`config.mk`:
```
export PLATFORM = sky130hd
export DESIGN_NAME = socks4_request_parser
export DESIGN_NICKNAME = d
export VERILOG_FILES = /design/src/rtl/s4rp_pkg.sv /design/src/rtl/s4rp_in_reg.sv /design/src/rtl/s4rp_parser.sv /design/src/rtl/s4rp_out_reg.sv /design/src/rtl/socks4_request_parser.sv
export VERILOG_INCLUDE_DIRS = /design/src /design/src/rtl
export SDC_FILE = /design/constraint.sdc
export NUM_CORES = 1
export LEC_CHECK = 0
export BUFFER_PORTS_ARGS = -buffer_cell sky130_fd_sc_hd__buf_2
export CORE_UTILIZATION = 58
export CTS_CLUSTER_DIAMETER = 120
export CTS_CLUSTER_SIZE = 40
export DETAILED_ROUTE_END_ITERATION = 10
export GPL_TIMING_DRIVEN = 0
export PLACE_DENSITY_LB_ADDON = 0.25
export SLEW_MARGIN = 20
export SYNTH_ARGS = -nofsm -noshare
export SYNTH_HDL_FRONTEND = slang
export SYNTH_SLANG_ARGS = --single-unit
export TNS_END_PERCENT = 20
```
`constraint.sdc`:
```
create_clock -name clk_i -period 6.7 [get_ports clk_i]
set_input_delay 0.335 -clock clk_i [delete_from_list [all_inputs] [get_ports clk_i]]
set_output_delay 0.335 -clock clk_i [all_outputs]
set_load 0.01 [all_outputs]
```
`src/rtl/socks4_request_parser_macros.svh`:
```
// assertion macros used by the top rtl file
`ifndef SOCKS4_REQUEST_PARSER_MACROS_SVH
`define SOCKS4_REQUEST_PARSER_MACROS_SVH

// same-cycle implication, disabled while in reset
`define S4RP_ASSERT_IMP(label, ante, cons, msg) \
  label: assert property (@(posedge clk_i) disable iff (!rst_ni) (ante) |-> (cons)) \
    else $error(msg);

// next-cycle implication, disabled while in reset
`define S4RP_ASSERT_NXT(label, ante, cons, msg) \
  label: assert property (@(posedge clk_i) disable iff (!rst_ni) (ante) |=> (cons)) \
    else $error(msg);

`endif

```
`src/rtl/s4rp_pkg.sv`:
```
// ----------------------------------------------------------------------------
// s4rp_pkg
// types and constants of the socks4 request parser
// ----------------------------------------------------------------------------
package s4rp_pkg;

  localparam logic [7:0]  SOCKS_VER    = 8'h04;
  localparam logic [7:0]  CMD_CONNECT  = 8'h01;
  localparam logic [7:0]  NUL_BYTE     = 8'h00;
  localparam logic [15:0] MAX_LEN_RST  = 16'd4096;
  localparam logic [2:0]  HDR_LAST_POS = 3'd7;

  typedef enum logic [2:0] {
    KIND_HEADER   = 3'd0,
    KIND_USERID   = 3'd1,
    KIND_HOST     = 3'd2,
    KIND_COMPLETE = 3'd3,
    KIND_REJECT   = 3'd4,
    KIND_OVERLONG = 3'd5,
    KIND_PAYLOAD  = 3'd6
  } kind_e;

  typedef enum logic [4:0] {
    PH_HEADER  = 5'b00001,
    PH_USERID  = 5'b00010,
    PH_HOST    = 5'b00100,
    PH_PAYLOAD = 5'b01000,
    PH_CLOSED  = 5'b10000
  } phase_e;

  typedef struct packed {
    logic [7:0] data_byte;
    logic       new_connection;
  } item_t;

  typedef struct packed {
    kind_e       kind;
    logic [7:0]  data_out;
    logic [15:0] dest_port;
    logic [31:0] dest_ipv4;
    logic        use_hostname;
  } result_t;

endpackage

```
`src/rtl/s4rp_in_reg.sv`:
```
// ----------------------------------------------------------------------------
// s4rp_in_reg
// input register holding one received byte until the parser takes it
// ----------------------------------------------------------------------------
module s4rp_in_reg (
  input  logic           clk_i,
  input  logic           rst_ni,
  input  logic           in_valid_i,
  output logic           in_stall_o,
  input  s4rp_pkg::item_t item_i,
  input  logic           advance_i,
  output logic           vld_o,
  output s4rp_pkg::item_t item_o
);

  logic            vld_q, vld_d;
  logic            load;
  s4rp_pkg::item_t item_q;

  // stall only while holding an item that cannot move on
  assign in_stall_o = vld_q && !advance_i;
  assign load       = in_valid_i && !in_stall_o;

  always_comb begin
    vld_d = vld_q;
    if (load) begin
      vld_d = 1'b1;
    end else if (advance_i) begin
      vld_d = 1'b0;
    end
  end

  always_ff @(posedge clk_i or negedge rst_ni) begin
    if (!rst_ni) begin
      vld_q <= 1'b0;
    end else begin
      vld_q <= vld_d;
    end
  end

  always_ff @(posedge clk_i) begin
    if (load) begin
      item_q <= item_i;
    end
  end

  assign vld_o  = vld_q;
  assign item_o = item_q;

endmodule

```
`src/rtl/s4rp_parser.sv`:
```
// ----------------------------------------------------------------------------
// s4rp_parser
// request phase machine, header store and byte counter
// ----------------------------------------------------------------------------
module s4rp_parser (
  input  logic             clk_i,
  input  logic             rst_ni,
  input  logic             fire_i,
  input  s4rp_pkg::item_t  item_i,
  input  logic [15:0]      max_len_i,
  output logic             emit_o,
  output s4rp_pkg::result_t res_o
);

  s4rp_pkg::phase_e phase_q, phase_d, eff_phase;
  logic [15:0]      cnt_q, cnt_d, eff_cnt;
  logic             mode_q, mode_d, eff_mode;
  logic [7:0]       hdr_q [8];
  logic [16:0]      cnt_inc;
  logic             overlong;
  logic             hdr_we;
  logic [7:0]       b;

  assign b = item_i.data_byte;

  // a new connection restarts the request before this byte
  always_comb begin
    if (item_i.new_connection) begin
      eff_phase = s4rp_pkg::PH_HEADER;
      eff_cnt   = '0;
      eff_mode  = 1'b0;
    end else begin
      eff_phase = phase_q;
      eff_cnt   = cnt_q;
      eff_mode  = mode_q;
    end
  end

  assign cnt_inc  = {1'b0, eff_cnt} + 17'd1;
  assign overlong = cnt_inc > {1'b0, max_len_i};

  always_comb begin
    phase_d = eff_phase;
    cnt_d   = eff_cnt;
    mode_d  = eff_mode;
    emit_o  = 1'b0;
    hdr_we  = 1'b0;
    res_o   = '0;
    unique case (eff_phase)
      s4rp_pkg::PH_CLOSED: begin
        // bytes dropped until a new connection
      end
      s4rp_pkg::PH_PAYLOAD: begin
        emit_o         = 1'b1;
        res_o.kind     = s4rp_pkg::KIND_PAYLOAD;
        res_o.data_out = b;
      end
      s4rp_pkg::PH_HEADER, s4rp_pkg::PH_USERID, s4rp_pkg::PH_HOST: begin
        emit_o = 1'b1;
        if (overlong) begin
          phase_d    = s4rp_pkg::PH_CLOSED;
          res_o.kind = s4rp_pkg::KIND_OVERLONG;
        end else begin
          cnt_d = cnt_inc[15:0];
          if (eff_phase == s4rp_pkg::PH_HEADER) begin
            hdr_we     = 1'b1;
            res_o.kind = s4rp_pkg::KIND_HEADER;
            if (eff_cnt[2:0] == s4rp_pkg::HDR_LAST_POS) begin
              if (hdr_q[0] != s4rp_pkg::SOCKS_VER || hdr_q[1] != s4rp_pkg::CMD_CONNECT) begin
                phase_d    = s4rp_pkg::PH_CLOSED;
                res_o.kind = s4rp_pkg::KIND_REJECT;
              end else begin
                phase_d = s4rp_pkg::PH_USERID;
                // 0.0.0.x with x nonzero selects 4a
                mode_d  = (hdr_q[4] == s4rp_pkg::NUL_BYTE) && (hdr_q[5] == s4rp_pkg::NUL_BYTE)
                          && (hdr_q[6] == s4rp_pkg::NUL_BYTE) && (b != s4rp_pkg::NUL_BYTE);
              end
            end
          end else if (b != s4rp_pkg::NUL_BYTE) begin
            res_o.data_out = b;
            res_o.kind     = (eff_phase == s4rp_pkg::PH_USERID) ? s4rp_pkg::KIND_USERID
                                                              : s4rp_pkg::KIND_HOST;
          end else if (eff_phase == s4rp_pkg::PH_USERID && eff_mode) begin
            phase_d    = s4rp_pkg::PH_HOST;
            res_o.kind = s4rp_pkg::KIND_USERID;
          end else begin
            phase_d            = s4rp_pkg::PH_PAYLOAD;
            res_o.kind         = s4rp_pkg::KIND_COMPLETE;
            res_o.dest_port    = {hdr_q[2], hdr_q[3]};
            res_o.dest_ipv4    = {hdr_q[4], hdr_q[5], hdr_q[6], hdr_q[7]};
            res_o.use_hostname = eff_mode;
          end
        end
      end
      default: begin
        phase_d = s4rp_pkg::PH_HEADER;
      end
    endcase
  end

  always_ff @(posedge clk_i or negedge rst_ni) begin
    if (!rst_ni) begin
      phase_q <= s4rp_pkg::PH_HEADER;
      cnt_q   <= '0;
      mode_q  <= 1'b0;
    end else if (fire_i) begin
      phase_q <= phase_d;
      cnt_q   <= cnt_d;
      mode_q  <= mode_d;
    end
  end

  // header bytes, each position written once per request before use
  always_ff @(posedge clk_i) begin
    if (fire_i && hdr_we) begin
      hdr_q[eff_cnt[2:0]] <= b;
    end
  end

endmodule

```
`src/rtl/s4rp_out_reg.sv`:
```
// ----------------------------------------------------------------------------
// s4rp_out_reg
// result register towards the consumer
// ----------------------------------------------------------------------------
module s4rp_out_reg (
  input  logic              clk_i,
  input  logic              rst_ni,
  input  logic              load_i,
  input  logic              emit_i,
  input  s4rp_pkg::result_t res_i,
  output logic              space_o,
  output logic              out_valid_o,
  input  logic              out_stall_i,
  output s4rp_pkg::result_t res_o
);

  logic              vld_q, vld_d;
  s4rp_pkg::result_t res_q;

  // free, or emptied at this edge
  assign space_o = !vld_q || !out_stall_i;

  always_comb begin
    vld_d = vld_q;
    if (load_i) begin
      vld_d = emit_i;
    end else if (!out_stall_i) begin
      vld_d = 1'b0;
    end
  end

  always_ff @(posedge clk_i or negedge rst_ni) begin
    if (!rst_ni) begin
      vld_q <= 1'b0;
    end else begin
      vld_q <= vld_d;
    end
  end

  always_ff @(posedge clk_i) begin
    if (load_i && emit_i) begin
      res_q <= res_i;
    end
  end

  assign out_valid_o = vld_q;
  assign res_o       = res_q;

endmodule

```
`src/rtl/socks4_request_parser.sv`:
```
// ----------------------------------------------------------------------------
// socks4_request_parser
// socks4 / socks4a connect request parser, one client byte per transaction
//
//  channel  | direction | handshake           | payload
//  ---------+-----------+---------------------+-------------------------------------
//  in       | input     | in_valid / in_stall | data_byte, new_connection
//  out      | output    | out_valid/out_stall | kind, data_out, dest_port, dest_ipv4,
//           |           |                     | use_hostname
//  cfg      | input     | cfg_valid/cfg_ready | max_request_len (16 bits)
//
//  one byte per cycle while the result side does not stall; a byte accepted into
//  the input register goes through the parser once the result register has room,
//  and its result is then loaded into the result register, where it is valid
//  reset clears the phase, byte count, mode flag and both valid flags, and
//  sets max_request_len to 4096
//  a stall on the result side with a full result register holds the byte in
//  the input register and stalls the input in that same cycle; bytes dropped
//  on a closed connection leave no result
// ----------------------------------------------------------------------------
`include "socks4_request_parser_macros.svh"

module socks4_request_parser (
  input  logic        clk_i,
  input  logic        rst_ni,
  // byte input
  input  logic        in_valid_i,
  output logic        in_stall_o,
  input  logic [7:0]  data_byte_i,
  input  logic        new_connection_i,
  // result output
  output logic        out_valid_o,
  input  logic        out_stall_i,
  output logic [2:0]  kind_o,
  output logic [7:0]  data_out_o,
  output logic [15:0] dest_port_o,
  output logic [31:0] dest_ipv4_o,
  output logic        use_hostname_o,
  // configuration write
  input  logic        cfg_valid_i,
  output logic        cfg_ready_o,
  input  logic [15:0] cfg_data_i
);

  s4rp_pkg::item_t   in_item, held_item;
  s4rp_pkg::result_t step_res, out_res;
  logic              held_vld;
  logic              out_space;
  logic              advance;
  logic              step_emit;
  logic [15:0]       max_len_q;

  // configuration register, always ready
  assign cfg_ready_o = 1'b1;

  always_ff @(posedge clk_i or negedge rst_ni) begin
    if (!rst_ni) begin
      max_len_q <= s4rp_pkg::MAX_LEN_RST;
    end else if (cfg_valid_i && cfg_ready_o) begin
      max_len_q <= cfg_data_i;
    end
  end

  assign in_item.data_byte      = data_byte_i;
  assign in_item.new_connection = new_connection_i;

  // the held byte moves through the parser whenever the result register
  // has room for its result
  assign advance = held_vld && out_space;

  s4rp_in_reg u_in_reg (
    .clk_i      (clk_i),
    .rst_ni     (rst_ni),
    .in_valid_i (in_valid_i),
    .in_stall_o (in_stall_o),
    .item_i     (in_item),
    .advance_i  (advance),
    .vld_o      (held_vld),
    .item_o     (held_item)
  );

  s4rp_parser u_parser (
    .clk_i     (clk_i),
    .rst_ni    (rst_ni),
    .fire_i    (advance),
    .item_i    (held_item),
    .max_len_i (max_len_q),
    .emit_o    (step_emit),
    .res_o     (step_res)
  );

  s4rp_out_reg u_out_reg (
    .clk_i       (clk_i),
    .rst_ni      (rst_ni),
    .load_i      (advance),
    .emit_i      (step_emit),
    .res_i       (step_res),
    .space_o     (out_space),
    .out_valid_o (out_valid_o),
    .out_stall_i (out_stall_i),
    .res_o       (out_res)
  );

  assign kind_o         = out_res.kind;
  assign data_out_o     = out_res.data_out;
  assign dest_port_o    = out_res.dest_port;
  assign dest_ipv4_o    = out_res.dest_ipv4;
  assign use_hostname_o = out_res.use_hostname;

  // input only stalls behind a stalled, full result register
  `S4RP_ASSERT_IMP(a_stall_cause, in_stall_o, out_valid_o && out_stall_i,
                   "input stall without output backpressure")
  // header fields only travel with a completion
  `S4RP_ASSERT_IMP(a_fields_complete,
                   out_valid_o && kind_o != s4rp_pkg::KIND_COMPLETE,
                   dest_port_o == 16'd0 && dest_ipv4_o == 32'd0 && !use_hostname_o,
                   "destination fields set outside completion")
  // no echo on header, completion, reject or overlong results
  `S4RP_ASSERT_IMP(a_no_echo,
                   out_valid_o && (kind_o == s4rp_pkg::KIND_HEADER ||
                   kind_o == s4rp_pkg::KIND_COMPLETE || kind_o == s4rp_pkg::KIND_REJECT ||
                   kind_o == s4rp_pkg::KIND_OVERLONG),
                   data_out_o == 8'd0, "data echoed on a non-data kind")
  // a held result stays until taken
  `S4RP_ASSERT_NXT(a_hold_result, out_valid_o && out_stall_i,
                   out_valid_o && $stable(kind_o), "stalled result changed")

endmodule

```
Word-level counts from Yosys, hierarchy flattened
Memories as Yosys holds them, arrays and structs flattened.
Cells that the tools add are included.

storage, ports and cells
  flip-flop bits (word level) = 109
  bits in writable memories = 64
  input bits = 30
  output and inout bits = 63
  logic and storage cells = 90
  memories kept = 1

memory list
  memory          words  bits a word  read ports  clocked after Yosys merged registers in  write ports  line               source
  u_parser.hdr_q  8      8            8           0                                        1            s4rp_parser.sv:18  logic [7:0] hdr_q [8];

cells by class
  add/subtract/negate cells = 1
  $lt $le $gt $ge = 1
  equal/unequal tests = 9
  muxes and demuxes = 40
  bitwise gates (word level) = 1
  reductions and logical operators = 24

operators by type and width
  kind                                           count
  2-to-1 mux 57 bit                              2
  2-to-1 mux 49 bit                              2
  2-to-1 mux 16 bit                              3
  2-to-1 mux 5 bit                               6
  logical NOT 8 bit                              3
  case mux 11 bit (2 select lines)               1
  adder 16 x 1 -> 17 bit, second input constant  1
  greater-than comparator 17 x 16 -> 1 bit       1
  2-to-1 mux 1 bit                               16
  2-to-1 mux 3 bit                               5
  case mux 5 bit (2 select lines)                1
  logical AND 1 bit                              9
  2-to-1 mux 8 bit                               1
  != test 8 x 1 -> 1 bit, second input constant  1
  != test 8 x 3 -> 1 bit, second input constant  1
  nonzero test 8 bit                             1
  == test 5 x 1 -> 1 bit, second input constant  1
  == test 5 x 2 -> 1 bit, second input constant  1
  == test 5 x 3 -> 1 bit, second input constant  1
  == test 5 x 4 -> 1 bit, second input constant  1
  == test 5 bit, second input constant           1
  OR reduction 5 bit                             1
  logical NOT 1 bit                              4
  2-to-1 mux 2 bit                               2
  9 further kinds                                10

Logic depth before layout (Yosys ltp)
Gate-level depths: netlist of the first run.
An unclocked memory read counts as a cell.

  depth in word-level cells = 10
  mapped depth = 21
  gate-level depth less buffers = 15

By module
Synthesis of the first run repeated with hierarchy kept, for this count alone.

second synthesis, totals
  cells, all modules = 558
  area, all modules = 7658.6 um2

by module, submodules not included
  module                 times used  cells an instance  area each (um2)  sequential area each (um2)
  s4rp_parser            1           443                4815.9           2473.6
  s4rp_out_reg           1           64                 1846.8           1826.8
  socks4_request_parser  1           37                 668.1            401.6
  s4rp_in_reg            1           14                 327.8            295.3

Least setup slack after synthesis of the first run
Ideal clock, no wire load.

  path kind = reg2reg
  start point = register u_in_reg.item_q (netlist bit u_in_reg.item_o[0])
  end point = memory u_parser.hdr_q[3][0] (enable)
  library setup time = 395 ps
  data arrival time = 4405 ps
  required time = 6305 ps
  path slack = 1900 ps
  cell stages (with the launch flop) = 21
  buffers on the path = 5
  clock period less this slack = 4800 ps
  cell sequence = edfxtp_1 -> buf_2 -> clkbuf_1 -> clkbuf_1 -> nand2b_1 -> inv_1 -> ha_1 -> and3_1 -> clkbuf_1 -> nand3_1 -> or3_1 -> a21oi_1 -> ha_1 -> nand2_1 -> o22ai_1 -> a211oi_1 -> o31ai_1 -> a21oi_2 -> buf_4 -> nand2_2 -> nor4_1

on the way
  word-level cells in the longest chain between the ends = 8
  elaborated cells between the ends (all ways) = 14
  classes of those cells = 1 x add/sub; 1 x order compare; 3 x eq/ne; 7 x mux; 2 x reduce/logical

RTL lines
  what                                                                                 line                                                     source
  start: declaration                                                                   s4rp_in_reg.sv:18                                        s4rp_pkg::item_t item_q;
  start signal: assignment                                                             s4rp_in_reg.sv:43                                        item_q <= item_i;
  2-to-1 mux 16 bit / 2-to-1 mux 5 bit (equally long branches)                         s4rp_parser.sv:28                                        if (item_i.new_connection) begin
  adder 16 x 1 -> 17 bit / == test 5 x 1 -> 1 bit (equally long branches)              s4rp_parser.sv:39, s4rp_parser.sv:49, s4rp_parser.sv:65
  greater-than comparator 17 x 16 -> 1 bit / 2-to-1 mux 1 bit (equally long branches)  s4rp_parser.sv:40, s4rp_parser.sv:65
  2-to-1 mux 1 bit                                                                     s4rp_parser.sv:60                                        if (overlong) begin
  2-to-1 mux 1 bit                                                                     s4rp_parser.sv:49                                        unique case (eff_phase)
  logical AND 1 bit                                                                    s4rp_parser.sv:115                                       if (fire_i && hdr_we) begin
  2-to-1 mux 1 bit                                                                     s4rp_parser.sv:115
  2-to-1 mux 1 bit (implied by the code)                                               s4rp_parser.sv:116                                       hdr_q[eff_cnt[2:0]] <= b;
  end: declaration                                                                     s4rp_parser.sv:18

Several ways; a longest one is shown, not always the timed one.

Worst setup path in the final report of the first run
  start point = register u_in_reg.item_q (netlist bit u_in_reg.item_o[0])
  end point = memory u_parser.hdr_q[1][7] (enable)

The elaborated chain is that of the path after synthesis.

==> qor.txt, run 1 <==
status: complete, no violations
RSZ-0062 raised after global routing: no
vias per cell: 5.710
CTS clk-pin slew, worst paths: 60 ps
Inserted Diodes: 0
Total Nets Final: 731
Synth area leaders: edfxtp_1 (54%), dfrtp_1 (13%), and2_1 (4.4%)
Worst Setup Start Kind: flop
syn nets: 615
I/O pin count: 93
CTS Buf Count: 17
Avg WL per Cell: 17.63 um
Chip Width: 114.9 um
crit end category: flop
Setup-failing EPs final: 0
DRC: 0
reg2reg setup slack: 700 ps
Yosys top cell area share: 54.05%
cell count after synthesis: 567
worst rel slew slack: 34.78%
post-synthesis average cell area: 13.03 um^2
Tcrit/Tclk final: 89.60%
largest net degree at the start of global routing: 41
CTS Root Buffer Type: clkbuf_16
Clock Sinks: 173
Chip Height: 114.9 um
TNS Setup: 0 ps
total power draw: 0.002890 W
Synth area leader: edfxtp_1
reg2reg end: u_parser.hdr_q[1][7]$_DFFE_PP_
cell with the most instances after synthesis: edfxtp_1
worst setup path endpoint: u_parser.hdr_q[1][7]$_DFFE_PP_
crit-path max FO: 10
synth cell count leaders: edfxtp_1 (133), and2_1 (52), nand2_1 (41)
Area Overhead vs Synth: 18.18%
Worst Reg-to-Reg Cells: 20
Max Slew Vio Count: 0
CTS resizes: 0
Final Non-Filler Cells: 863
CTS tree: built
core area: 0.01221 mm^2
final worst path period need: 6003 ps
Via Count: 4928
postcts setup bufs: 0
routability cong.: 0.8968
Least-Margin Pin Slew: 973.7 ps
later-pin clock latency in the skew report: 430 ps
Hold/Removal Path Class: in2async
worst clock skew: 10.72 ps
antenna violations before repair: 0
critical path class: reg2reg
cell mode on critical path: clkbuf_1
Die Area: 0.01320 mm^2
Total GRT Usage: 24.79%
Peak VDD IR: 0.2545 mV
H-tree level count: 4
CP bufs+invs: 6
# Max-Cap Violations: 0
Antenna Violating Nets Remaining: 0
Synth Register Bits: 173
slowest CP cell: nor4b_2
final hold vios: 0
gr ovfl total: 0
asr flop ratio synth: 23.12%
Hold Buf Count CTS: 0
crit path from: u_in_reg.item_o[0]$_DFFE_PP_
initial drt markers: 407
DR pass1 iterations: 7
Power Density: 330.9 mW/mm^2
Critical Path RT: 6760 ps
Warnings, synthesis: 0
cell row count: 40
Max Clock Freq: 166.6 MHz
EDFF count, synth: 133
CP Depth: 20
CP Cell Sequence: buf_2, clkbuf_1, clkbuf_1, nand2b_1, inv_1, ha_1, and3_1, clkbuf_1, nand3_1, xor2_1, nor2_1, ha_1, a211oi_1, nor2_1, a2111oi_2, o31ai_1, a21oi_2, buf_4, nand2_2, nor4b_2
Max Buffers Root-to-Sink: 2
sequential cell area fraction in the yosys report: 67.63%
crit path DAT: 6060 ps
routed wire length: 15210 um
vias in the first global route: 4786
slowest stage delay, CP: 780 ps
Cell variety after synth: 62
Post-DP HPWL: 10380 um
Top FF cell, synth: edfxtp_1
mapped cell area: 0.007390 mm^2
Static Leak: 3.514 nW
delay-heaviest family, CP: buffers and inverters
Initial Utilization: 60.51%
port buffer count: 91
layout cell share with drive strength beyond 1: 22.30%
first-pass GRT wire length: 24160 um
r2r startpoint: u_in_reg.item_o[0]$_DFFE_PP_
placed cells: 832
## report_power, final
part	total [W]	switching, W	internal [W]
clock network	0.000938	0.000393	0.000545
registers	0.00142	0.0000763	0.00134
logic	0.000535	0.000349	0.000186
total	0.00289	0.000818	0.00207
## logic make-up after synthesis
group                    after synthesis  share of synthesized area [%]
other                                  1                        0.05075
flip-flops                           173                          67.63
multiplexers                           7                         0.9651
AND/OR/NAND/NOR                      224                          16.78
AO/OA/AOI/OAI                         79                          6.824
adder cells (fa/ha/maj)               18                          3.048
XOR/XNOR                              13                          1.541
buffers and inverters                 52                          3.166
## final cells by class
class                   instances  area (um^2)
plain buffers                  24        128.9
clock buffers                  20        436.7
clock inverters                11        118.9
fillers                       842         3478
inverters                      28        105.1
multi-input cells             342         2206
flip-flops and latches        173         4997
well taps                     168        210.2
repair buffers                 97        530.5
## worst min path at each step
stage / from / slack (ps) / to
3_3_place_gp: u_parser.hdr_q[2][7]$_DFFE_PP_ / 500 / u_out_reg.res_o[48]$_SDFFCE_PP0P_
3_5_place_dp: max_len_q[12]$_DFFE_PN1P_ / 510 / max_len_q[12]$_DFFE_PN1P_
2_1_floorplan: rst_ni / 40 / max_len_q[0]$_DFFE_PN0P_
5_1_grt: data_byte_i[1] / 70 / u_in_reg.item_o[2]$_DFFE_PP_
6_report: rst_ni / 50 / max_len_q[13]$_DFFE_PN0P_
4_1_cts: data_byte_i[4] / 70 / u_in_reg.item_o[5]$_DFFE_PP_
## metal layers
layer | part of all wire [%] | wire length (um) | GRT usage, %
met5 | 0 | 0 | 0
met4 | 2.4 | 361 | 11.60
met3 | 7.2 | 1102 | 4.955
met2 | 48 | 7301 | 38.76
met1 | 42 | 6449 | 33.78
## registers in the layout, summed over array words and instances (netlist names)
signal,count
max_len_q,16
u_in_reg.item_o,9
u_in_reg.vld_o,1
u_out_reg.out_valid_o,1
u_out_reg.res_o,60
u_parser.cnt_q,16
u_parser.hdr_q,64
u_parser.mode_q,1
u_parser.phase_q,5
## stage by stage
stage	util, %	worst slack, ps	instance area [um^2]	hold WS (ps)
finish	71.52	697.1	8733	50.78
global route	71.52	243.3	8733	72.43
CTS	71.48	689.7	8728	73.03
detailed placement	66.93	685.0	8173	506.1
global placement	65.96	499.2	8055	499.4
floorplan	-	1900	7390	39.41
## cells in the final DEF (no fill, tap or decap), types with 3 or more instances in the layout
master / n
a211o_1: 3
a21oi_1: 17
a221o_1: 3
a31oi_1: 4
and2_1: 52
and3_1: 10
buf_2: 99
buf_4: 4
clkbuf_1: 12
clkbuf_16: 17
clkbuf_2: 3
clkinv_1: 4
dfrtp_1: 38
edfxtp_1: 133
ha_1: 18
inv_1: 28
mux2i_1: 6
nand2_1: 41
nand2b_1: 7
nand3_1: 14
nand4_1: 11
nor2_1: 25
nor2b_1: 18
nor3_1: 13
nor4_1: 8
nor4_2: 6
o21ai_0: 26
or3_1: 4
xnor2_1: 7
xor2_1: 6
(Power assumes the default switching activity.)
==> run 2, diff against run 1 <==
- PLACE_DENSITY_LB_ADDON: 0.25 -> 0.15
- RECOVER_POWER: unset -> 25
==> run 2 against run 1 <==
The flow now finishes with violations (max-capacitance violations, max-slew violations); clock-buffer cell count is 2 lower; global-route usage is 0.28 points lower; sequential share of layout area hardly changed; critical endpoint is now u_parser.hdr_q[6][5]$_DFFE_PP_; largest power group unchanged.
==> qor.txt, run 2 (synthesis results as in run 1) <==
final hold vios: 0 (unchanged)
Hold Buf Count CTS: 0 (unchanged)
cell mode on critical path: clkbuf_1
first-pass GRT wire length: 23810 um (-1.5%)
TNS Setup: 0 ps (unchanged)
crit end category: flop
CTS Buf Count: 17 (unchanged)
postcts setup bufs: 0 (unchanged)
Fin Hold WS: 81.24 ps (+30.46 ps)
Setup-failing EPs final: 0 (unchanged)
Critical Path RT: 6750 ps (about the same)
critical path class: reg2reg
Final Instance Area: 0.008741 mm^2 (about the same)
routed wire length: 14920 um (-1.9%)
initial drt markers: 484 (+19%)
gr ovfl total: 0 (unchanged)
Static Leak: 3.524 nW (+0.29%)
I/O pin count: 93 (unchanged)
max FFs per register: 64 (unchanged)
Least-Margin Pin Slew: 2329 ps (+1355 ps)
Clock Sinks: 173 (unchanged)
Inserted Diodes: 0 (unchanged)
Worst Setup Start Kind: flop
cell row count: 40 (unchanged)
crit path DAT: 6070 ps (about the same)
RSZ-0062 raised after global routing: no
Max Slew Vio Count: 41 (+41)
status: complete, but fails checks
Fill cells: 876 (+4.0%)
Chip Height: 114.9 um (unchanged)
slowest CP cell: nor3_1
CTS resizes: 0 (unchanged)
DRC: 0 (unchanged)
Max Buffers Root-to-Sink: 2 (unchanged)
layout cell share with drive strength beyond 1: 22.70% (+0.40 points)
H-tree level count: 4 (unchanged)
Power Density: 329.6 mW/mm^2 (-0.39%)
routability cong.: 0.8602 (-4.1%)
failing checks: max-capacitance violations, max-slew violations
largest net degree at the start of global routing: 41 (unchanged)
CTS tree: built
worst rel slew slack: -55.26% (-90 points)
DR pass1 iterations: 5 (-2)
Via Count: 4883 (-0.91%)
placed cells: 832 (unchanged)
slowest stage delay, CP: 900 ps (+120 ps)
Die Area: 0.01320 mm^2 (unchanged)
Tcrit/Tclk final: 89.95% (+0.36 points)
core area: 0.01221 mm^2 (unchanged)
Peak VDD IR: 0.2025 mV (-20%)
commonest non-fill, non-tap cell in the layout: edfxtp_1
crit-path max FO: 10 (unchanged)
Avg WL per Cell: 17.27 um (-2.0%)
Max Clock Freq: 165.9 MHz (-0.40%)
Total GRT Usage: 24.51% (-0.28 points)
final worst path period need: 6027 ps (+23.83 ps)
Cell Area, Placed: 0.008175 mm^2 (about the same)
port buffer count: 91 (unchanged)
most frequent cells in the layout: edfxtp_1 (133), buf_2 (96), and2_1 (52), nand2_1 (41), dfrtp_1 (38)
CTS Root Buffer Type: clkbuf_16
Area Overhead vs Synth: 18.29% (about the same)
Initial Utilization: 60.51% (unchanged)
CP Cell Sequence: buf_2, clkbuf_1, clkbuf_1, nand2b_1, inv_1, ha_1, and3_1, clkbuf_1, nand3_1, xor2_1, nor2_1, ha_1, a211oi_1, nor2_1, a2111oi_2, o31ai_1, a21oi_2, buf_4, nand2_2, nor3_1
Post-DP HPWL: 10360 um (-0.21%)
Antenna Violating Nets Remaining: 0 (unchanged)
vias in the first global route: 4678 (-2.3%)
vias per cell: 5.652 (-1.0%)
later-pin clock latency in the skew report: 430 ps (about the same)
Hold/Removal Path Class: in2reg
worst clock skew: 10.27 ps (-0.4494 ps)
Final Non-Filler Cells: 864 (+0.12%)
Chip Width: 114.9 um (unchanged)
Total Nets Final: 731 (unchanged)
# Max-Cap Violations: 1 (+1)
CTS clk-pin slew, worst paths: 60 ps (about the same)
antenna violations before repair: 0 (unchanged)
==> run 2: area by class of cell <==
cell class	instances	area, um^2	share of cell area (%)
sequential	173	4997	57.17
multi-input combinational	342	2201	25.18
clock buffer	18	429.2	4.910
clock inverter	14	138.9	1.589
buffer	24	128.9	1.474
tap	168	210.2	2.405
inverter	28	105.1	1.202
timing repair buffer	97	530.5	6.069
==> run 2: worst paths after layout <==
| check | from | end | slack [ps] | cells past startpoint |
|---|---|---|---|---|
| max | u_in_reg.item_o[0]$_DFFE_PP_ | u_parser.hdr_q[6][5]$_DFFE_PP_ | 670 | 20 |
| min | data_byte_i[0] | u_in_reg.item_o[1]$_DFFE_PP_ | 80 | 1 |
| max reg2reg | u_in_reg.item_o[0]$_DFFE_PP_ | u_parser.hdr_q[6][5]$_DFFE_PP_ | 670 | 20 |
| min reg2reg | u_parser.hdr_q[7][6]$_DFFE_PP_ | u_out_reg.res_o[7]$_SDFFCE_PP0P_ | 520 | 1 |
| max in group asynchronous | rst_ni | max_len_q[4]$_DFFE_PN0P_ | 4770 | 1 |
| min in group asynchronous | rst_ni | u_parser.phase_q[2]$_DFFE_PN0P_ | 610 | 1 |
==> run 2: metrics by stage <==
stage,util [%],setup slack (ps),total power [W]
6_report,71.58,673.3,0.002881
5_1_grt,71.58,331.0,0.002996
4_1_cts,71.60,714.1,0.002891
3_5_place_dp,66.95,726.4,0.001962
3_3_place_gp,65.96,461.0,0.001920
2_1_floorplan,-,1900,0.001737
==> run 2: critical path: cells and delay by family, from the launching register on <==
kind	cells	cell delay (ps)
DFF	1	320
buffers and inverters	6	1640
and+or+nand+nor	7	1820
AOI/OAI and AO/OA	4	1120
adders and majority gates	2	550
xor gates and xnor gates	1	180
==> run 2: power breakdown <==
| group | leakage [nW] | internal (W) | switching [W] |
|---|---|---|---|
| Sequential | 1.77 | 0.00134 | 0.0000773 |
| Combinational | 1.47 | 0.000188 | 0.000338 |
| Clock | 0.279 | 0.000520 | 0.000417 |
==> run 2: layer usage <==
| metal | global-route usage, % | vias to the layer above | share of wire, % |
|---|---|---|---|
| met5 | 0 | - | 0 |
| met4 | 9.524 | 0 | 1.8 |
| met3 | 5.008 | 24 | 6.0 |
| met2 | 38.07 | 168 | 47 |
| met1 | 34.44 | 2397 | 45 |
| li1 | - | 2294 | - |
==> run 3, diff against run 2 <==
- ABC_AREA: unset -> 1
- RECOVER_POWER: 25 -> unset
- SYNTH_HIERARCHICAL: unset -> 1
==> run 3 against run 2 <==
The run now ends clean; combinational power rose by 94%; hold slack got worse by 28 ps; synthesized area grew 10%; global-route usage up 0.92 points; first-iteration DRC count grew 15%; register-to-register slack better by 700 ps; wire length is 15% higher; sequential share of layout area decreased by 4.5 points; clock-buffer cell count stayed put; maximum frequency grew 13%; critical path type unchanged.
==> qor.txt, run 3 <==
vias in the first global route: 5518 (+18%)
reg2reg end: u_parser/hdr_q[5][1]$_DFFE_PP_
Antenna Violating Nets Remaining: 0 (unchanged)
CTS Buf Count: 17 (unchanged)
Final Instance Area: 0.009488 mm^2 (+8.5%)
sequential cell area fraction in the yosys report: 61.44% (-6.2 points)
Via Count: 5631 (+15%)
postcts setup bufs: 0 (unchanged)
CTS Root Buffer Type: clkbuf_16
RSZ-0062 raised after global routing: no
DRC: 0 (unchanged)
max FFs per register: 64 (unchanged)
cell row count: 42 (+5.0%)
crit-path max FO: 10 (unchanged)
final worst path period need: 5331 ps (-696.0 ps)
CTS resizes: 0 (unchanged)
Critical Path RT: 6750 ps (about the same)
initial drt markers: 557 (+15%)
cell count after synthesis: 750 (+32%)
r2r startpoint: u_in_reg/item_o[0]$_DFFE_PP_
Inserted Diodes: 0 (unchanged)
most frequent cells in the layout: nand2_1 (187), edfxtp_1 (133), buf_2 (95), inv_1 (87), nor2_1 (58)
status: complete, no violations
reg2reg setup slack: 1370 ps (+700 ps)
layout cell share with drive strength beyond 1: 24.97% (+2.3 points)
Least-Margin Pin Slew: 1108 ps (-1221 ps)
Total GRT Usage: 25.43% (+0.92 points)
Cell Area, Placed: 0.008830 mm^2 (+8.0%)
largest net degree at the start of global routing: 42 (+2.4%)
Hold Buf Count CTS: 0 (unchanged)
asr flop ratio synth: 23.12% (unchanged)
Die Area: 0.01450 mm^2 (+9.9%)
EDFF count, synth: 133 (unchanged)
Synth area leader: edfxtp_1
crit end category: flop
Tcrit/Tclk final: 79.56% (-10 points)
slowest CP cell: nor3_1
Area Overhead vs Synth: 16.64%
CP Cell Sequence: clkbuf_1, nor2_1, ha_1, nand2_1, nor2_2, nand3_1, nor2_1, xor2_1, inv_1, ha_1, nand2_1, nor3_1, nand3_1, or2_4, nand2_4, buf_6, nand2_2, nor3_1
Max Clock Freq: 187.6 MHz (+13%)
Worst Reg-to-Reg Cells: 18 (-10%)
I/O pin count: 93 (unchanged)
Static Leak: 4.119 nW (+17%)
commonest non-fill, non-tap cell in the layout: nand2_1
gr ovfl total: 0 (unchanged)
Hold/Removal Path Class: in2async
critical path class: reg2reg
total power draw: 0.003609 W (+25%)
Avg WL per Cell: 16.32 um (-5.5%)
synth cell count leaders: nand2_1 (187), edfxtp_1 (133), inv_1 (88)
vias per cell: 5.368 (-5.0%)
# Max-Cap Violations: 0 (-1)
routed wire length: 17120 um (+15%)
later-pin clock latency in the skew report: 430 ps (about the same)
worst clock skew: 11.39 ps (+1.118 ps)
Synth Register Bits: 173 (unchanged)
CTS tree: built
core area: 0.01345 mm^2 (+10%)
Total Nets Final: 908 (+24%)
first-pass GRT wire length: 27640 um (+16%)
Chip Width: 120.4 um (+4.8%)
worst rel slew slack: 25.57% (+81 points)
antenna violations before repair: 0 (unchanged)
H-tree level count: 4 (unchanged)
crit path DAT: 5380 ps (-690 ps)
Cell variety after synth: 41 (-34%)
Clock Sinks: 173 (unchanged)
Max Buffers Root-to-Sink: 2 (unchanged)
mapped cell area: 0.008134 mm^2 (+10%)
Yosys top cell area share: 49.10% (-4.9 points)
Top FF cell, synth: edfxtp_1
cell with the most instances after synthesis: nand2_1
DR pass1 iterations: 6 (+1)
Peak VDD IR: 0.1753 mV (-13%)
CTS clk-pin slew, worst paths: 70 ps (about the same)
post-synthesis average cell area: 10.85 um^2 (-17%)
Max Slew Vio Count: 0 (-100%)
Post-DP HPWL: 11660 um (+13%)
TNS Setup: 0 ps (unchanged)
Setup-failing EPs final: 0 (unchanged)
Chip Height: 120.4 um (+4.8%)
Fin Hold WS: 53.14 ps (-28.10 ps)
Synth area leaders: edfxtp_1 (49%), dfrtp_1 (12%), nand2_1 (8.6%)
Warnings, synthesis: 6 (+6)
Initial Utilization: 60.46% (about the same)
routability cong.: 0.9483 (+10%)
port buffer count: 90 (-1.1%)
final hold vios: 0 (unchanged)
slowest stage delay, CP: 880 ps (-20 ps)
syn nets: 798 (+30%)
Worst Setup Start Kind: flop
Power Density: 380.4 mW/mm^2 (+15%)
==> run 3: cell count changes after synthesis, moves of 33 or more <==
cell     change
inv_1       +60
and2_1      -52
nor2_1      +33
nor3b_2     +37
nand2_1    +146
nand3_1     +35
==> run 3: routing by layer <==
metal  GRT usage, %  share of wire (%)  vias up
met1          30.42                 40     2684
met4          10.49                2.5        0
met5              0                  0        -
li1               -                  -     2723
met3          4.528                5.4       34
met2          45.26                 52      190
==> run 3: cell type report <==
class | count | area (um^2)
fillers | 958 | 3965
inverters | 94 | 357.8
clock inverters | 14 | 209.0
repair buffers | 91 | 470.5
well taps | 176 | 220.2
flip-flops and latches | 173 | 4997
plain buffers | 27 | 221.5
multi-input cells | 456 | 2582
clock buffers | 18 | 429.2
==> run 3: logic make-up (layout without fill, tap and decap cells) <==
kind of cell | count (synthesis) | count (layout) | synth area share, %
compound gates | 35 | 35 | 2.569
xor+xnor | 9 | 9 | 0.9691
fa+ha+maj | 18 | 18 | 2.769
buf+inv | 121 | 244 | 7.122
flops | 173 | 173 | 61.44
other cells | 1 | 1 | 0.04610
simple gates | 393 | 393 | 25.09
==> run 3: metrics by stage <==
| stage | instances | util, % | setup slack [ps] |
|---|---|---|---|
| 2_1_floorplan | 750 | - | 2633 |
| 3_3_place_gp | 1016 | 65.45 | 1510 |
| 3_5_place_dp | 1017 | 65.63 | 1394 |
| 4_1_cts | 1049 | 70.38 | 1334 |
| 5_1_grt | 1049 | 70.53 | 1047 |
| 6_report | 1049 | 70.53 | 1369 |
==> run 3: worst max-delay path by stage <==
| stage | from | to | slack, ps |
|---|---|---|---|
| finish | u_in_reg/item_o[0]$_DFFE_PP_ | u_parser/hdr_q[5][1]$_DFFE_PP_ | 1370 |
| global route | u_in_reg/item_o[0]$_DFFE_PP_ | u_parser/hdr_q[5][0]$_DFFE_PP_ | 1050 |
| CTS | u_in_reg/item_o[0]$_DFFE_PP_ | u_parser/hdr_q[4][1]$_DFFE_PP_ | 1330 |
| detailed placement | u_in_reg/item_o[0]$_DFFE_PP_ | u_parser/hdr_q[4][5]$_DFFE_PP_ | 1390 |
| global placement | u_in_reg/item_o[0]$_DFFE_PP_ | u_parser/hdr_q[3][5]$_DFFE_PP_ | 1510 |
| floorplan | u_in_reg/item_o[0]$_DFFE_PP_ | u_parser/hdr_q[0][0]$_DFFE_PP_ | 2630 |
==> run 3: worst max-delay path, delay by kind of cell, from the launching register on <==
family,cells,cell delay [ps]
flops,1,500
simple gates,12,3080
xor+xnor,1,230
buf+inv,3,560
fa+ha+maj,2,550
==> run 3: where the power goes <==
part / total [W] / switching (W) / leakage [nW] / internal [W]
Clock: 0.00105 / 0.000417 / 0.308 / 0.000633
Combinational: 0.00102 / 0.000690 / 2.05 / 0.000333
Sequential: 0.00154 / 0.000112 / 1.76 / 0.00142
